$ cat src/rtl/es2cal_pkg.sv
`timescale 1ns / 1ps
// ----------------------------------------------------------------------------
// es2cal_pkg
// Shared types, constants and the month length table for the epoch seconds
// to calendar converter.
// ----------------------------------------------------------------------------
package es2cal_pkg;

    localparam int unsigned SecsPerDay  = 86400;
    localparam int unsigned SecsPerHour = 3600;
    localparam int unsigned SecsPerMin  = 60;
    localparam int unsigned BaseYear    = 1970;

    localparam int unsigned EpochW = 32;
    localparam int unsigned DaysW  = 16;   // at most 49710 days
    localparam int unsigned RemW   = 17;   // remainder below 86400
    localparam int unsigned YearW  = 12;
    localparam int unsigned MonthW = 4;
    localparam int unsigned DayW   = 5;
    localparam int unsigned HourW  = 5;
    localparam int unsigned MinW   = 6;
    localparam int unsigned YlenW  = 9;

    // Division by a constant as q = (n * Recip) >> Shift, where n is the
    // dividend with the divisor's power-of-two factor shifted out; exact over
    // the whole range of n
    localparam int unsigned DayPreShift  = 7;          // 86400 = 675 * 128
    localparam int unsigned DayProdW     = 51;
    localparam int unsigned DayRecip     = 50903317;   // ceil(2^35 / 675)
    localparam int unsigned DayShift     = 35;
    localparam int unsigned HourPreShift = 4;          // 3600 = 225 * 16
    localparam int unsigned HourProdW    = 27;
    localparam int unsigned HourRecip    = 9321;       // ceil(2^21 / 225)
    localparam int unsigned HourShift    = 21;
    localparam int unsigned MinPreShift  = 2;          // 60 = 15 * 4
    localparam int unsigned MinProdW     = 21;
    localparam int unsigned MinRecip     = 1093;       // ceil(2^14 / 15)
    localparam int unsigned MinShift     = 14;
    localparam int unsigned MinRemW      = 12;         // remainder below 3600

    // Year position within the 100 and 400 year cycles at the base year
    localparam int unsigned BaseMod100 = 70;
    localparam int unsigned BaseMod400 = 370;

    localparam logic [MonthW-1:0] LastMonth = MonthW'(11);
    localparam logic [MonthW-1:0] MonFeb    = MonthW'(1);

    typedef enum logic [1:0] {
        DIV_DAY,
        DIV_HOUR,
        DIV_MIN
    } div_sel_t;

    typedef enum logic [2:0] {
        ST_IDLE,
        ST_DAY,
        ST_HOUR,
        ST_MIN,
        ST_YEAR,
        ST_MONTH,
        ST_OUT
    } state_t;

    typedef struct packed {
        logic     load_in;
        logic     div_step;
        div_sel_t div_sel;
        logic     yr_step;
        logic     mo_step;
        logic     out_load;
    } cmd_t;

    typedef struct packed {
        logic div_last;
        logic yr_fits;
        logic mo_fits;
    } stat_t;

    // Days in month, month counted from 0
    function automatic logic [DayW-1:0] month_len(input logic [MonthW-1:0] mo,
                                                   input logic leap);
        logic [DayW-1:0] len;
        unique case (mo)
            4'd0, 4'd2, 4'd4, 4'd6, 4'd7, 4'd9, 4'd11: len = DayW'(31);
            4'd3, 4'd5, 4'd8, 4'd10:                  len = DayW'(30);
            MonFeb:                                   len = leap ? DayW'(29) : DayW'(28);
            default:                                  len = DayW'(31);
        endcase
        return len;
    endfunction

endpackage

$ cat src/rtl/es2cal_ctrl.sv
`timescale 1ns / 1ps
// ----------------------------------------------------------------------------
// es2cal_ctrl
// Sequencer: accepts a timestamp, steps the datapath through the division
// passes, the year loop and the month loop, then hands off to the output
// register.
// ----------------------------------------------------------------------------
module es2cal_ctrl
    import es2cal_pkg::*;
(
    input  logic  aclk,
    input  logic  aresetn,
    input  logic  s_tvalid,
    output logic  s_tready,
    output logic  m_tvalid,
    input  logic  m_tready,
    input  stat_t stat,
    output cmd_t  cmd
);

    state_t state_reg, state_next;
    logic   m_tvalid_reg, m_tvalid_next;

    always_ff @(posedge aclk) begin
        if (!aresetn) begin
            state_reg    <= ST_IDLE;
            m_tvalid_reg <= 1'b0;
        end else begin
            state_reg    <= state_next;
            m_tvalid_reg <= m_tvalid_next;
        end
    end

    always_comb begin
        state_next   = state_reg;
        cmd          = '0;
        cmd.div_sel  = DIV_DAY;
        s_tready     = 1'b0;
        unique case (state_reg)
            ST_IDLE: begin
                s_tready = 1'b1;
                if (s_tvalid) begin
                    cmd.load_in = 1'b1;
                    state_next  = ST_DAY;
                end
            end
            ST_DAY: begin
                cmd.div_step = 1'b1;
                cmd.div_sel  = DIV_DAY;
                if (stat.div_last) begin
                    state_next = ST_HOUR;
                end
            end
            ST_HOUR: begin
                cmd.div_step = 1'b1;
                cmd.div_sel  = DIV_HOUR;
                if (stat.div_last) begin
                    state_next = ST_MIN;
                end
            end
            ST_MIN: begin
                cmd.div_step = 1'b1;
                cmd.div_sel  = DIV_MIN;
                if (stat.div_last) begin
                    state_next = ST_YEAR;
                end
            end
            ST_YEAR: begin
                if (stat.yr_fits) begin
                    state_next = ST_MONTH;
                end else begin
                    cmd.yr_step = 1'b1;
                end
            end
            ST_MONTH: begin
                if (stat.mo_fits) begin
                    state_next = ST_OUT;
                end else begin
                    cmd.mo_step = 1'b1;
                end
            end
            ST_OUT: begin
                // wait until the output register is free
                if (!m_tvalid_reg || m_tready) begin
                    cmd.out_load = 1'b1;
                    state_next   = ST_IDLE;
                end
            end
            default: begin
                state_next = ST_IDLE;
            end
        endcase
    end

    always_comb begin
        if (cmd.out_load) begin
            m_tvalid_next = 1'b1;
        end else if (m_tready) begin
            m_tvalid_next = 1'b0;
        end else begin
            m_tvalid_next = m_tvalid_reg;
        end
    end

    assign m_tvalid = m_tvalid_reg;

endmodule

$ cat src/rtl/es2cal_dp.sv
`timescale 1ns / 1ps
// ----------------------------------------------------------------------------
// es2cal_dp
// Datapath: reciprocal-multiply division for days, hours and minutes, year
// and month subtraction loops with leap tracking, and the result register.
// ----------------------------------------------------------------------------
module es2cal_dp
    import es2cal_pkg::*;
(
    input  logic              aclk,
    input  logic [EpochW-1:0] epoch_in,
    input  cmd_t              cmd,
    output stat_t             stat,
    output logic              time_valid_o,
    output logic [YearW-1:0]  year_o,
    output logic [MonthW-1:0] month_o,
    output logic [DayW-1:0]   day_o,
    output logic [HourW-1:0]  hour_o,
    output logic [MinW-1:0]   minute_o
);

    // division
    logic [EpochW-1:0]    epoch_reg;
    logic [RemW-1:0]      rem_reg;
    logic                 ph_reg;
    logic [DayProdW-1:0]  day_prod;
    logic [HourProdW-1:0] hour_prod;
    logic [MinProdW-1:0]  min_prod;
    logic [DaysW-1:0]     day_q;
    logic [HourW-1:0]     hour_q;
    logic [MinW-1:0]      min_q;
    logic [EpochW-1:0]    day_rem;
    logic [RemW-1:0]      hour_rem;

    // calendar state
    logic              nz_reg;
    logic [DaysW-1:0]  days_reg;
    logic [HourW-1:0]  hour_reg;
    logic [MinW-1:0]   minute_reg;
    logic [YearW-1:0]  year_reg;
    logic [6:0]        m100_reg;
    logic [8:0]        m400_reg;
    logic [MonthW-1:0] mo_reg;
    logic              leap;
    logic [YlenW-1:0]  ylen;
    logic [DayW-1:0]   mlen;

    // result register
    logic              tv_reg;
    logic [YearW-1:0]  year_out_reg;
    logic [MonthW-1:0] month_out_reg;
    logic [DayW-1:0]   day_out_reg;
    logic [HourW-1:0]  hour_out_reg;
    logic [MinW-1:0]   minute_out_reg;

    // quotients
    assign day_prod  = DayProdW'(epoch_reg[EpochW-1:DayPreShift]) * DayProdW'(DayRecip);
    assign day_q     = day_prod[DayShift +: DaysW];
    assign hour_prod = HourProdW'(rem_reg[RemW-1:HourPreShift]) * HourProdW'(HourRecip);
    assign hour_q    = hour_prod[HourShift +: HourW];
    assign min_prod  = MinProdW'(rem_reg[MinRemW-1:MinPreShift]) * MinProdW'(MinRecip);
    assign min_q     = min_prod[MinShift +: MinW];

    // remainders from the registered quotients
    assign day_rem  = epoch_reg - EpochW'(days_reg) * EpochW'(SecsPerDay);
    assign hour_rem = rem_reg - RemW'(hour_reg) * RemW'(SecsPerHour);

    assign leap = (year_reg[1:0] == 2'b00) && ((m100_reg != 7'd0) || (m400_reg == 9'd0));
    assign ylen = leap ? YlenW'(366) : YlenW'(365);
    assign mlen = month_len(mo_reg, leap);

    assign stat.div_last = ph_reg;
    assign stat.yr_fits  = (days_reg < DaysW'(ylen));
    assign stat.mo_fits  = (days_reg < DaysW'(mlen)) || (mo_reg == LastMonth);

    always_ff @(posedge aclk) begin
        if (cmd.load_in) begin
            epoch_reg <= epoch_in;
            ph_reg    <= 1'b0;
            nz_reg    <= (epoch_in != '0);
            year_reg  <= YearW'(BaseYear);
            m100_reg  <= 7'(BaseMod100);
            m400_reg  <= 9'(BaseMod400);
            mo_reg    <= '0;
        end else if (cmd.div_step) begin
            if (!ph_reg) begin
                case (cmd.div_sel)
                    DIV_DAY:  days_reg   <= day_q;
                    DIV_HOUR: hour_reg   <= hour_q;
                    default:  minute_reg <= min_q;
                endcase
                ph_reg <= 1'b1;
            end else begin
                // carry the remainder into the next pass
                case (cmd.div_sel)
                    DIV_DAY:  rem_reg <= day_rem[RemW-1:0];
                    DIV_HOUR: rem_reg <= hour_rem;
                    default:  rem_reg <= rem_reg;
                endcase
                ph_reg <= 1'b0;
            end
        end else if (cmd.yr_step) begin
            days_reg <= days_reg - DaysW'(ylen);
            year_reg <= year_reg + YearW'(1);
            m100_reg <= (m100_reg == 7'd99)  ? 7'd0 : m100_reg + 7'd1;
            m400_reg <= (m400_reg == 9'd399) ? 9'd0 : m400_reg + 9'd1;
        end else if (cmd.mo_step) begin
            days_reg <= days_reg - DaysW'(mlen);
            mo_reg   <= mo_reg + MonthW'(1);
        end
    end

    // zero input gives an all-zero result
    always_ff @(posedge aclk) begin
        if (cmd.out_load) begin
            tv_reg         <= nz_reg;
            year_out_reg   <= nz_reg ? year_reg : '0;
            month_out_reg  <= nz_reg ? MonthW'(mo_reg + MonthW'(1)) : '0;
            day_out_reg    <= nz_reg ? DayW'(days_reg[DayW-1:0] + DayW'(1)) : '0;
            hour_out_reg   <= nz_reg ? hour_reg : '0;
            minute_out_reg <= nz_reg ? minute_reg : '0;
        end
    end

    assign time_valid_o = tv_reg;
    assign year_o       = year_out_reg;
    assign month_o      = month_out_reg;
    assign day_o        = day_out_reg;
    assign hour_o       = hour_out_reg;
    assign minute_o     = minute_out_reg;

endmodule

$ cat src/rtl/epoch_seconds_to_calendar_top.sv
`timescale 1ns / 1ps
// ----------------------------------------------------------------------------
// epoch_seconds_to_calendar_top
// Converts an unsigned 32-bit count of seconds since 1970-01-01 00:00 UTC to
// Gregorian year, month, day of month, hour and minute.
// ----------------------------------------------------------------------------
// One timestamp is converted at a time. From acceptance to the result
// register the converter runs the day, hour and minute division passes,
// the year loop over the whole years since 1970 and the month loop over the
// whole months into that year. Reciprocal multiplication gives the day,
// hour and minute quotients; each pass registers a quotient and then its
// remainder. The year loop takes one year per cycle. The next timestamp is
// taken in the cycle after the result register loads. A finished result
// waits in the output register until m_tready; a second finished result
// holds the converter, and with it the input, until the first transfer. A
// zero input gives m_tuser low and an all-zero m_tdata.
module epoch_seconds_to_calendar_top
    import es2cal_pkg::*;
(
    input  logic        aclk,
    input  logic        aresetn,
    input  logic        s_tvalid,
    output logic        s_tready,
    input  logic [31:0] s_tdata,   // [31:0] epoch_seconds
    output logic        m_tvalid,
    input  logic        m_tready,
    output logic [31:0] m_tdata,   // [11:0] year, [15:12] month, [20:16] day_of_month,
                                   // [25:21] hour, [31:26] minute
    output logic        m_tuser    // [0] time_valid
);

    cmd_t              cmd;
    stat_t             stat;
    logic [YearW-1:0]  year;
    logic [MonthW-1:0] month;
    logic [DayW-1:0]   day_of_month;
    logic [HourW-1:0]  hour;
    logic [MinW-1:0]   minute;

    es2cal_ctrl u_ctrl (
        .aclk     (aclk),
        .aresetn  (aresetn),
        .s_tvalid (s_tvalid),
        .s_tready (s_tready),
        .m_tvalid (m_tvalid),
        .m_tready (m_tready),
        .stat     (stat),
        .cmd      (cmd)
    );

    es2cal_dp u_dp (
        .aclk         (aclk),
        .epoch_in     (s_tdata),
        .cmd          (cmd),
        .stat         (stat),
        .time_valid_o (m_tuser),
        .year_o       (year),
        .month_o      (month),
        .day_o        (day_of_month),
        .hour_o       (hour),
        .minute_o     (minute)
    );

    assign m_tdata = {minute, hour, day_of_month, month, year};

endmodule

$ cat config.mk
export PLATFORM = sky130hd
export DESIGN_NAME = epoch_seconds_to_calendar_top
export DESIGN_NICKNAME = d
export VERILOG_FILES = /design/src/rtl/es2cal_pkg.sv /design/src/rtl/es2cal_ctrl.sv /design/src/rtl/es2cal_dp.sv /design/src/rtl/epoch_seconds_to_calendar_top.sv
export SDC_FILE = /design/constraint.sdc
export NUM_CORES = 1
export LEC_CHECK = 0
export BUFFER_PORTS_ARGS = -buffer_cell sky130_fd_sc_hd__clkbuf_2
export CORE_AREA = 10 10 227 229
export DETAILED_ROUTE_END_ITERATION = 12
export DIE_AREA = 0 0 237 239
export PLACE_DENSITY = 0.67
export SETUP_SLACK_MARGIN = 0.02
export SLEW_MARGIN = 20
export SYNTH_ARGS = -nofsm -noshare
export SYNTH_HDL_FRONTEND = slang
export SYNTH_SLANG_ARGS = --single-unit
$ cat constraint.sdc
create_clock -name aclk -period 16.4 [get_ports aclk]
set_clock_uncertainty 0.05 [all_clocks]
set_input_delay 3.28 -clock aclk [delete_from_list [all_inputs] [get_ports aclk]]
set_output_delay 3.28 -clock aclk [all_outputs]
set_load 0.01 [all_outputs]
==> metrics.txt <==
RSZ-0062 raised after global routing no; CP endpoint kind flip-flop; vias in the first global route 15233; slowest CP cell edfxtp_1; reg2reg setup slack 9.65 ns; Max-Cap Viols 0; largest cells by area after synthesis ha_1 29%, fa_1 22%, edfxtp_1 15%; leading area contributor after synthesis ha_1; Routed WL per cell 17.2 µm; Area growth, synth to finish 7.81%; final wirelength 47700 µm; clock buffer depth 2; Synth async-reset ratio 0%; ys flop type edfxtp_1; H-tree Lvls 4; initial antenna violation count 0; HPWL after detailed placement 40700 µm; largest net degree at the start of global routing 43; syn_nets 2825; Via density 5.13; total CTS buffers 17; synthesized area 0.0209 mm²; Seq/Total Area, Yosys 18.8%; initial core utilization 44.3%; number of flip-flops in the largest register 30; full die area 0.0566 mm²; CTS sink count 143; status finished clean; Hold Vio Cnt, Final 0; Rel. slew slack 28.7%; Tot GR Track Use 17.2%; CP Max Fanout 12; worst path cell trace inv_1 > ha_1 > inv_1 > fa_1 > ha_1 > inv_1 > fa_1 > inv_1 > fa_1 > fa_1 > inv_1 > fa_1 > inv_1 > ha_1 > nand4_1 > nor3_2 > nand2b_1 > o2111ai_1 > o221ai_2 > o311a_4 > o21ai_2 > a21oi_1 > xor2_1 > o21ai_1; Post-CTS Setup Bufs 0; slowest stage delay, CP 0.77 ns; CTS resizes 0; minimum clock period after layout 6.75 ns; CTS tree done; worst slew pin tran 1.07 ns; Root Driver clkbuf_16; most frequent cell on the critical path inv_1; Finished Core Util 47.8%; Synth Warn # 0; num rows 80; DRC Markers 0; Core Area 0.0471 mm²; Clock Pin Slew Worst Setup and Hold Paths 0.07 ns; DR vias 14213; most common cell in the synthesized netlist inv_1; routability cong. 0.917; remaining antenna violation count 0; GRT overflow 0; Initial DRC Count 584; Min Hold Slack 0.474 ns; layout cell share with drive strength beyond 1 6.12%; Yosys cell types 74; global-route wire length before repair 78000 µm; Non-Filler Instances 2771; I/O Buffers 70; number of synthesized flops with an enable pin 106; worst hold path class reg2reg; Setup crit end u_dp.days_reg[9]; end of the worst register-to-register path u_dp.days_reg[9]; type of the worst setup path reg2reg; drt pass-1 iters 4; first element of the critical path u_dp.epoch_reg[12]; Yosys reg bits 143; final setup TNS 0 ns; Yosys top cell area share 29.2%; antenna fix cells 0; placed cells 2739; Final #Nets 2896; final setup fails 0; Worst EP arrival 6.89 ns; Synth top cells by count 497 x inv_1, 487 x ha_1, 230 x fa_1; Worst R2R Start u_dp.epoch_reg[12]; Final Max Tran Viols 0; Die Wd 237 µm; Critical Path RT 16.54 ns; Die H 239 µm; fin crit share 41.1%; Gate Count Post-Synth 2072; # IOs 71; Max Clk Rate 148 MHz; worst-skew pair later-pin latency 0.45 ns; Syn Area/Cell 10.1 µm²; Post-CTS Hold Buffers 0; R2R cell count 24; Startpoint Class flip-flop
==> layout make-up <==
class                      instances  area, µm²
sequential                       143       3920
clock buffer                      18        450
multi-input combinational       1412      15000
timing repair buffer              72        365
tap                              615        769
inverter                         497       1870
fill                            4297      24600
clock inverter                    14        121
==> per-stage QoR <==
| step | cell area (µm²) | worst slack (ns) |
|---|---|---|
| after floorplan | 20900 | 10.22 |
| after global placement | 21900 | 9.67 |
| after detailed placement | 21900 | 9.63 |
| after CTS | 22500 | 9.60 |
| after global routing | 22500 | 9.35 |
| final | 22500 | 9.65 |
==> worst max-delay path: cells and delay by family, from the launching register on <==
| kind | cells | cell delay, ns |
|---|---|---|
| adder cells (fa/ha/maj) | 8 | 3.42 |
| AO/OA/AOI/OAI | 6 | 1.10 |
| flip-flops | 1 | 0.77 |
| AND/OR/NAND/NOR | 3 | 0.51 |
| buffers and inverters | 6 | 0.50 |
| XOR/XNOR | 1 | 0.14 |
==> per-layer routing <==
| metal | track usage [%] | up-vias | part of all wire (%) |
|---|---|---|---|
| met3 | 3.38 | 49 | 4.2 |
| met4 | 4.40 | 0 | 2.0 |
| met1 | 21.5 | 6966 | 45 |
| li1 | - | 6949 | - |
| met2 | 29.8 | 249 | 48 |
| met5 | 0 | - | 0 |
==> cell families (layout without fill, tap and decap cells) <==
group	count (synthesis)	count (layout)	share of synthesized area (%)
AO/OA/AOI/OAI	252	252	7.98
XOR/XNOR	102	102	4.28
adder cells (fa/ha/maj)	717	717	51.2
buffers and inverters	517	601	9.31
flip-flops	143	143	18.8
multiplexers	6	6	0.287
AND/OR/NAND/NOR	335	335	8.17
==> worst min path at each step <==
stage	from	end	slack [ns]	cells past startpoint
floorplan	u_dp.year_reg[9]	u_dp.year_reg[9]	0.42	2
global placement	u_dp.year_reg[9]	u_dp.year_reg[9]	0.44	2
detailed placement	u_dp.year_reg[11]	u_dp.year_reg[11]	0.46	2
CTS	u_dp.year_reg[11]	u_dp.year_reg[11]	0.47	2
global route	u_dp.year_reg[11]	u_dp.year_reg[11]	0.48	2
finish	u_dp.year_reg[11]	u_dp.year_reg[11]	0.47	2
==> cells in the final DEF (no fill, tap or decap), types with 34 or more instances in the layout <==
cell type and instances:
a21oi_1 82, and2_1 34, clkbuf_2 70, dfxtp_1 37, edfxtp_1 106, fa_1 230
ha_1 487, inv_1 496, nand2_1 78, nor2_1 79, o21ai_0 47, xnor2_1 57
xor2_1 45
Power is not shown: default switching activity piles up to over one toggle a cycle in this logic, so the estimate is an artifact.
